File: config.mk
export PLATFORM = sky130hd
export DESIGN_NAME = hsf_ctrl
export DESIGN_NICKNAME = d
export VERILOG_FILES = /design/src/sv/hsf_pkg.sv /design/src/sv/hsf_ctrl.sv
export SDC_FILE = /design/constraint.sdc
export NUM_CORES = 1
export LEC_CHECK = 0
export BUFFER_PORTS_ARGS = -buffer_cell sky130_fd_sc_hd__buf_2
export CORE_AREA = 5 5 42 44
export DETAILED_ROUTE_END_ITERATION = 8
export DIE_AREA = 0 0 47 49
export GPL_ROUTABILITY_DRIVEN = 0
export PLACE_DENSITY = 0.59
export SYNTH_ARGS = -nofsm -noshare
export SYNTH_HDL_FRONTEND = slang
export SYNTH_SLANG_ARGS = --single-unit
File: constraint.sdc
create_clock -name clk_i -period 2.8 [get_ports clk_i]
set_input_delay 0 -clock clk_i [delete_from_list [all_inputs] [get_ports clk_i]]
set_output_delay 0 -clock clk_i [all_outputs]
set_load 0.05 [all_outputs]
File: src/sv/hsf_pkg.sv
// ----------------------------------------------------------------------------
// hsf_pkg: shared types and constants of the scaled HMM forward block
// Operation codes, controller commands, states and datapath status.
// ----------------------------------------------------------------------------
`default_nettype none

package hsf_pkg;

  localparam int NUM_STATES_DEF  = 8;
  localparam int NUM_SYMBOLS_DEF = 16;
  // Probability format Q0.16, fixed by the width of the probability field
  localparam int PROB_BITS  = 16;
  localparam int SCALE_BITS = 20;
  localparam int LOG_BITS   = 48;
  // Steps of the serial divider and of the log2 fraction loop
  localparam int ITERS      = 16;
  localparam int LN2_Q16    = 45426;

  typedef enum logic [1:0] {
    OP_WR_TRANS = 2'd0,
    OP_WR_EMIS  = 2'd1,
    OP_WR_INIT  = 2'd2,
    OP_OBSERVE  = 2'd3
  } op_e;

  typedef enum logic [3:0] {
    CMD_NOP,
    CMD_WRITE,
    CMD_START,
    CMD_MAC,
    CMD_EMUL,
    CMD_CZERO,
    CMD_DIVLD,
    CMD_DIVSTEP,
    CMD_LOGINIT,
    CMD_LOGSTEP,
    CMD_LOGMUL,
    CMD_ACCUM,
    CMD_EMIT
  } cmd_e;

  typedef enum logic [3:0] {
    ST_IDLE,
    ST_MAC,
    ST_EMUL,
    ST_CHECK,
    ST_DIVLD,
    ST_DIV,
    ST_LOGI,
    ST_LOGS,
    ST_LOGM,
    ST_ACC,
    ST_DONE
  } state_e;

  typedef struct packed {
    cmd_e cmd;
  } ctrl_t;

  typedef struct packed {
    logic first;
    logic mac_done;
    logic j_last;
    logic step_last;
    logic c_zero;
    logic out_free;
  } status_t;

endpackage

`default_nettype wire

File: src/sv/hsf_ctrl.sv
// ----------------------------------------------------------------------------
// hsf_ctrl: sequencer of the scaled HMM forward block
// Steps the datapath through accumulate, divide, log and result phases.
// ----------------------------------------------------------------------------
`default_nettype none

module hsf_ctrl (
  input  wire logic            clk_i,
  input  wire logic            rst_ni,
  input  wire logic            in_valid_i,
  input  wire logic            is_obs_i,
  input  wire hsf_pkg::status_t status_i,
  output hsf_pkg::ctrl_t       ctrl_o,
  output logic                 in_ready_o
);

  hsf_pkg::state_e state_q, state_d;

  // State register
  always_ff @(posedge clk_i or negedge rst_ni) begin
    if (!rst_ni) begin
      state_q <= hsf_pkg::ST_IDLE;
    end else begin
      state_q <= state_d;
    end
  end

  // Next state and commands
  always_comb begin
    state_d    = state_q;
    ctrl_o.cmd = hsf_pkg::CMD_NOP;
    in_ready_o = 1'b0;
    unique case (state_q)
      hsf_pkg::ST_IDLE: begin
        in_ready_o = 1'b1;
        if (in_valid_i) begin
          if (is_obs_i) begin
            ctrl_o.cmd = hsf_pkg::CMD_START;
            state_d    = hsf_pkg::ST_MAC;
          end else begin
            ctrl_o.cmd = hsf_pkg::CMD_WRITE;
          end
        end
      end
      hsf_pkg::ST_MAC: begin
        ctrl_o.cmd = hsf_pkg::CMD_MAC;
        if (status_i.first || status_i.mac_done) begin
          state_d = hsf_pkg::ST_EMUL;
        end
      end
      hsf_pkg::ST_EMUL: begin
        ctrl_o.cmd = hsf_pkg::CMD_EMUL;
        state_d    = status_i.j_last ? hsf_pkg::ST_CHECK : hsf_pkg::ST_MAC;
      end
      hsf_pkg::ST_CHECK: begin
        if (status_i.c_zero) begin
          ctrl_o.cmd = hsf_pkg::CMD_CZERO;
          state_d    = hsf_pkg::ST_DONE;
        end else begin
          state_d = hsf_pkg::ST_DIVLD;
        end
      end
      hsf_pkg::ST_DIVLD: begin
        ctrl_o.cmd = hsf_pkg::CMD_DIVLD;
        state_d    = hsf_pkg::ST_DIV;
      end
      hsf_pkg::ST_DIV: begin
        ctrl_o.cmd = hsf_pkg::CMD_DIVSTEP;
        if (status_i.step_last) begin
          state_d = status_i.j_last ? hsf_pkg::ST_LOGI : hsf_pkg::ST_DIVLD;
        end
      end
      hsf_pkg::ST_LOGI: begin
        ctrl_o.cmd = hsf_pkg::CMD_LOGINIT;
        state_d    = hsf_pkg::ST_LOGS;
      end
      hsf_pkg::ST_LOGS: begin
        ctrl_o.cmd = hsf_pkg::CMD_LOGSTEP;
        if (status_i.step_last) begin
          state_d = hsf_pkg::ST_LOGM;
        end
      end
      hsf_pkg::ST_LOGM: begin
        ctrl_o.cmd = hsf_pkg::CMD_LOGMUL;
        state_d    = hsf_pkg::ST_ACC;
      end
      hsf_pkg::ST_ACC: begin
        ctrl_o.cmd = hsf_pkg::CMD_ACCUM;
        state_d    = hsf_pkg::ST_DONE;
      end
      hsf_pkg::ST_DONE: begin
        if (status_i.out_free) begin
          ctrl_o.cmd = hsf_pkg::CMD_EMIT;
          state_d    = hsf_pkg::ST_IDLE;
        end
      end
      default: begin
        state_d = hsf_pkg::ST_IDLE;
      end
    endcase
  end

endmodule

`default_nettype wire

# After elaboration in Yosys (flattened, before gate mapping)

Cells that the tools add are included.

Bits in registers: 4
Bits in latches: 0
Bits in writable memories: 0
ROM bits: 0
Logic and storage cells: 36
Memories kept: 0

$add $sub $neg: 0
$mul: 0
Div/mod/pow operators: 0
$lt $le $gt $ge: 0
Equal/unequal tests: 16
Shift-type cells: 0
Muxes and demuxes: 16
Bitwise gates (word level): 0
Reduce and logical (&&, ||, !) cells: 3

Operators by type and width:

| cell                 | number |
|---|---|
| $pmux W4 S11         | 2 |
| $mux W4              | 8 |
| $eq A4 B3 Y1 const B | 4 |
| $eq A4 B4 Y1 const B | 3 |
| $ne A2 B2 Y1 const B | 6 |
| $eq A4 B2 Y1 const B | 2 |
| $mux W2              | 4 |
| $reduce_and A6 Y1    | 1 |
| $eq A4 B1 Y1 const B | 1 |
| $logic_not A4 Y1     | 1 |
| $mux W3              | 1 |
| $logic_or A1 B1 Y1   | 1 |
| $mux W1              | 1 |

# Logic depth before layout (Yosys ltp)

Word-level depth: 3
Depth in mapped cells: 5
Depth with buffers taken out: 4

# Worst setup path after synthesis

OpenSTA, ideal clock, no wires.

Path kind: register to output
Start point: register state_q[0]
End point: output in_ready_o
Arrival: 2.121 ns
Required time: 2.800 ns
Setup slack: 0.679 ns
Stages on the path, launching flop included: 3
Cell sequence: dfrtp_1 -> buf_4 -> nor4_1

Word-level cells in the longest chain between the ends: 2

Ends and longest elaborated chain:

| element                | RTL line       | source |
|---|---|---|
| start, declared        | hsf_ctrl.sv:17 | `hsf_pkg::state_e state_q, state_d;` |
| start signal, assigned | hsf_ctrl.sv:22 | `state_q <= hsf_pkg::ST_IDLE;` |
| start signal, assigned | hsf_ctrl.sv:24 | `state_q <= state_d;` |
| $logic_not A4 Y1       | hsf_ctrl.sv:33 | `unique case (state_q)` |
| $mux W1                | hsf_ctrl.sv:33 |  |
| end, declared          | hsf_ctrl.sv:14 | `output logic in_ready_o` |

Every way passes these cells.

==> out/qor.json <==
{
  "run_status": {
    "status": "completed"
  },
  "logic_synthesis": {
    "synth.net_count": 64,
    "ys_seq_elements": 4,
    "post_synth_fa_ha_maj_area_fraction_pct": 0,
    "synth_top_family_by_area": "compound AO/OA/AOI/OAI gates",
    "synth-edff-count": 0,
    "syn_avg_cell_area_um2": 7.81,
    "yosysUniqueCellTypes": 29,
    "yosys_most_used_dff": "sky130_fd_sc_hd__dfrtp_1",
    "synth_compound_area_share_pct": 32.9,
    "synthCells": 54,
    "synth-simple-area-share_pct": 30.0,
    "netlist_area_before_placement_um2": 422,
    "synth-xor-area-share_pct": 0,
    "async_flop_share_pct": 100,
    "synth.mux.area_fraction_pct": 2.37,
    "ys.warnings.count": 0,
    "seq_area_frac_synth_pct": 23.7
  },
  "setup_path": {
    "critical_path.reg2reg.endpoint": "state_q[1]$_DFFE_PN0P_",
    "crit_arrival_ns": 1.57,
    "worst-endpoint-required_ns": 2.80,
    "timing.rr.start": "state_q[1]$_DFFE_PN0P_",
    "critPathTopFamily": "flip-flops",
    "rrSetupSlack_ns": 1.38,
    "rr_worst_depth": 4,
    "cp-startpoint": "state_q[3]$_DFFE_PN0P_",
    "startpoint_type": "flip-flop",
    "critical-path-slowest-cell": "sky130_fd_sc_hd__dfrtp_1",
    "worst_path_largest_cell_delay_ns": 0.53,
    "timing.critical_path.fanout_max": 15,
    "critPathBufInv": 1,
    "endpoint_kind": "primary output",
    "cell_chain_critical_path": "nor3_1, a32o_1, buf_2",
    "criticalPathCategory": "reg -> out"
  },
  "global_routing": {
    "number_of_global_route_vias_before_repair": 398,
    "global_route.overflow_total": 0,
    "grtUsageTotal_pct": 10.6,
    "grt_antenna_before_repair": 0,
    "grt_start_max_net_pins": 17,
    "grt_pass1_wl_um": 1730
  },
  "clocking": {
    "clk-insertion-delay-late_ns": 0.24,
    "clock_tree.root_cell": "sky130_fd_sc_hd__clkbuf_4",
    "max-clock-path-buffers": 2,
    "cts_sinks": 4,
    "numCtsBuffers": 3,
    "cts_hold_repair.buffers": 1,
    "cts.htree.levels": 1,
    "cts_tree": "yes",
    "clk_transition_reported_paths_ns": 0.04,
    "cts-resized-gates": 0,
    "cts_setup_buffers": 0
  },
  "final_layout": {
    "layout.area.seq_um2": 100,
    "top_register": "state_q",
    "layout.cells.most_common": "sky130_fd_sc_hd__buf_2",
    "flip_flop_count_of_the_largest_register_after_layout": 4,
    "top_regs": "state_q (4)",
    "mostFrequentLayoutCells": "14 x sky130_fd_sc_hd__buf_2, 5 x sky130_fd_sc_hd__o21ai_1",
    "final_core_utilization_pct": 36.6,
    "layout.filler_cells": 155,
    "nNetsFinal": 80,
    "antennaDiodeCount": 0,
    "area_growth_syn_to_layout_pct": 21.7,
    "final_layout_size_suffix_gt1_share_pct": 35.3,
    "multi_input_area_um2": 275
  },
  "timing": {
    "fmax_mhz": 636,
    "slew-limit-headroom_pct": 66.5,
    "worst_slew_pin_slew_ns": 0.502,
    "rsz0062_at_grt": "false",
    "fin_worst_skew_ns": 0.00422,
    "finalCritPeriodShare_pct": 56.2,
    "finalHoldViolCount": 0,
    "final_max_slew_viol_count": 0,
    "finalSetupViolations": 0,
    "timing.final.crit_period_ns": 1.57,
    "setup-tns-final_ns": 0
  },
  "route": {
    "drt.antenna.violating_nets": 0,
    "detail_route.iter0.violations": 4,
    "wire_per_inst_um": 12.6,
    "route.vias.total": 458,
    "detail_route.drc_violations": 0,
    "routed_via_density": 5.45,
    "drt_pre_antenna_iters": 4,
    "drt_wl_total_um": 1060
  },
  "placement": {
    "port_buffers": 14,
    "dpl.hpwl_um": 760
  },
  "power_and_ir_drop": {
    "report.power.total_uw": 675,
    "ir_drop_mv": 0.569,
    "power.leakage_nw": 0.225,
    "powerDensity_mw_per_mm2": 1320
  },
  "floorplanning": {
    "core-area_mm2": 0.00140,
    "die-height_um": 49,
    "fp.dieW_um": 47,
    "floorplan.rows": 14,
    "top_level_ports": 15,
    "die_outline_area_mm2": 0.00230,
    "start_util_pct": 30.1
  },
  "flow_run": {
    "timing.max_cap.violations": 0
  },
  "worst_hold_path": {
    "min_path_type": "in -> async"
  }
}
metal layers:
metal	share of wire, %	track usage (%)
met5	0	0
met4	1.9	6.91
met3	7.3	3.69
met2	48	14.3
met1	42	13.8
kinds of logic (layout without fill, tap and decap cells):
family / Yosys count / count (layout)
DFF: 4 / 4
muxes: 1 / 1
AOI/OAI and AO/OA: 20 / 20
buffers and inverters: 8 / 22
and+or+nand+nor: 21 / 21
Yosys cell counts, drive strengths merged (2+ instances only):
| library cell | instances | area share (%) |
|---|---|---|
| nor3 | 2 | 3.6 |
| dfrtp | 4 | 24 |
| o22ai | 3 | 4.5 |
| a21oi | 4 | 4.7 |
| o21ai | 7 | 9.2 |
| nor2b | 4 | 5.9 |
| buf | 4 | 7.4 |
| nor2 | 5 | 5.0 |
| inv | 4 | 3.6 |
| nand2 | 4 | 3.6 |
where the power goes:
| group | switching (mW) | internal (mW) |
|---|---|---|
| Clock | 0.0242 | 0.0480 |
| Combinational | 0.279 | 0.147 |
| Sequential | 0.0946 | 0.0826 |
cell type report:
type                            count  share of cell area, %
Clock buffer                        3                   4.39
Sequential cell                     4                   19.5
Tap cell                           16                   3.90
Timing Repair Buffer               15                   15.6
Multi-Input combinational cell     42                   53.7
Inverter                            4                   2.93
through the flow:
stage          hold WS, ns  setup WS, ns  area, um^2  std cells
6_report            0.0911          1.23         513         84
5_1_grt              0.102          1.09         513         84
4_1_cts             0.0981          1.22         513         84
3_5_place_dp        -0.192          1.38         480         80
3_3_place_gp        -0.191          1.42         480         80
2_1_floorplan       -0.296         0.679         422         54
worst max path at each step:
stage	endpoint	slack (ns)	cells past startpoint
2_1_floorplan	in_ready_o	0.68	2
3_3_place_gp	state_q[1]$_DFFE_PN0P_	1.42	4
3_5_place_dp	state_q[1]$_DFFE_PN0P_	1.38	4
4_1_cts	ctrl_o[0]	1.22	3
5_1_grt	ctrl_o[0]	1.09	3
6_report	ctrl_o[0]	1.23	3
(Power assumes the default switching activity.)
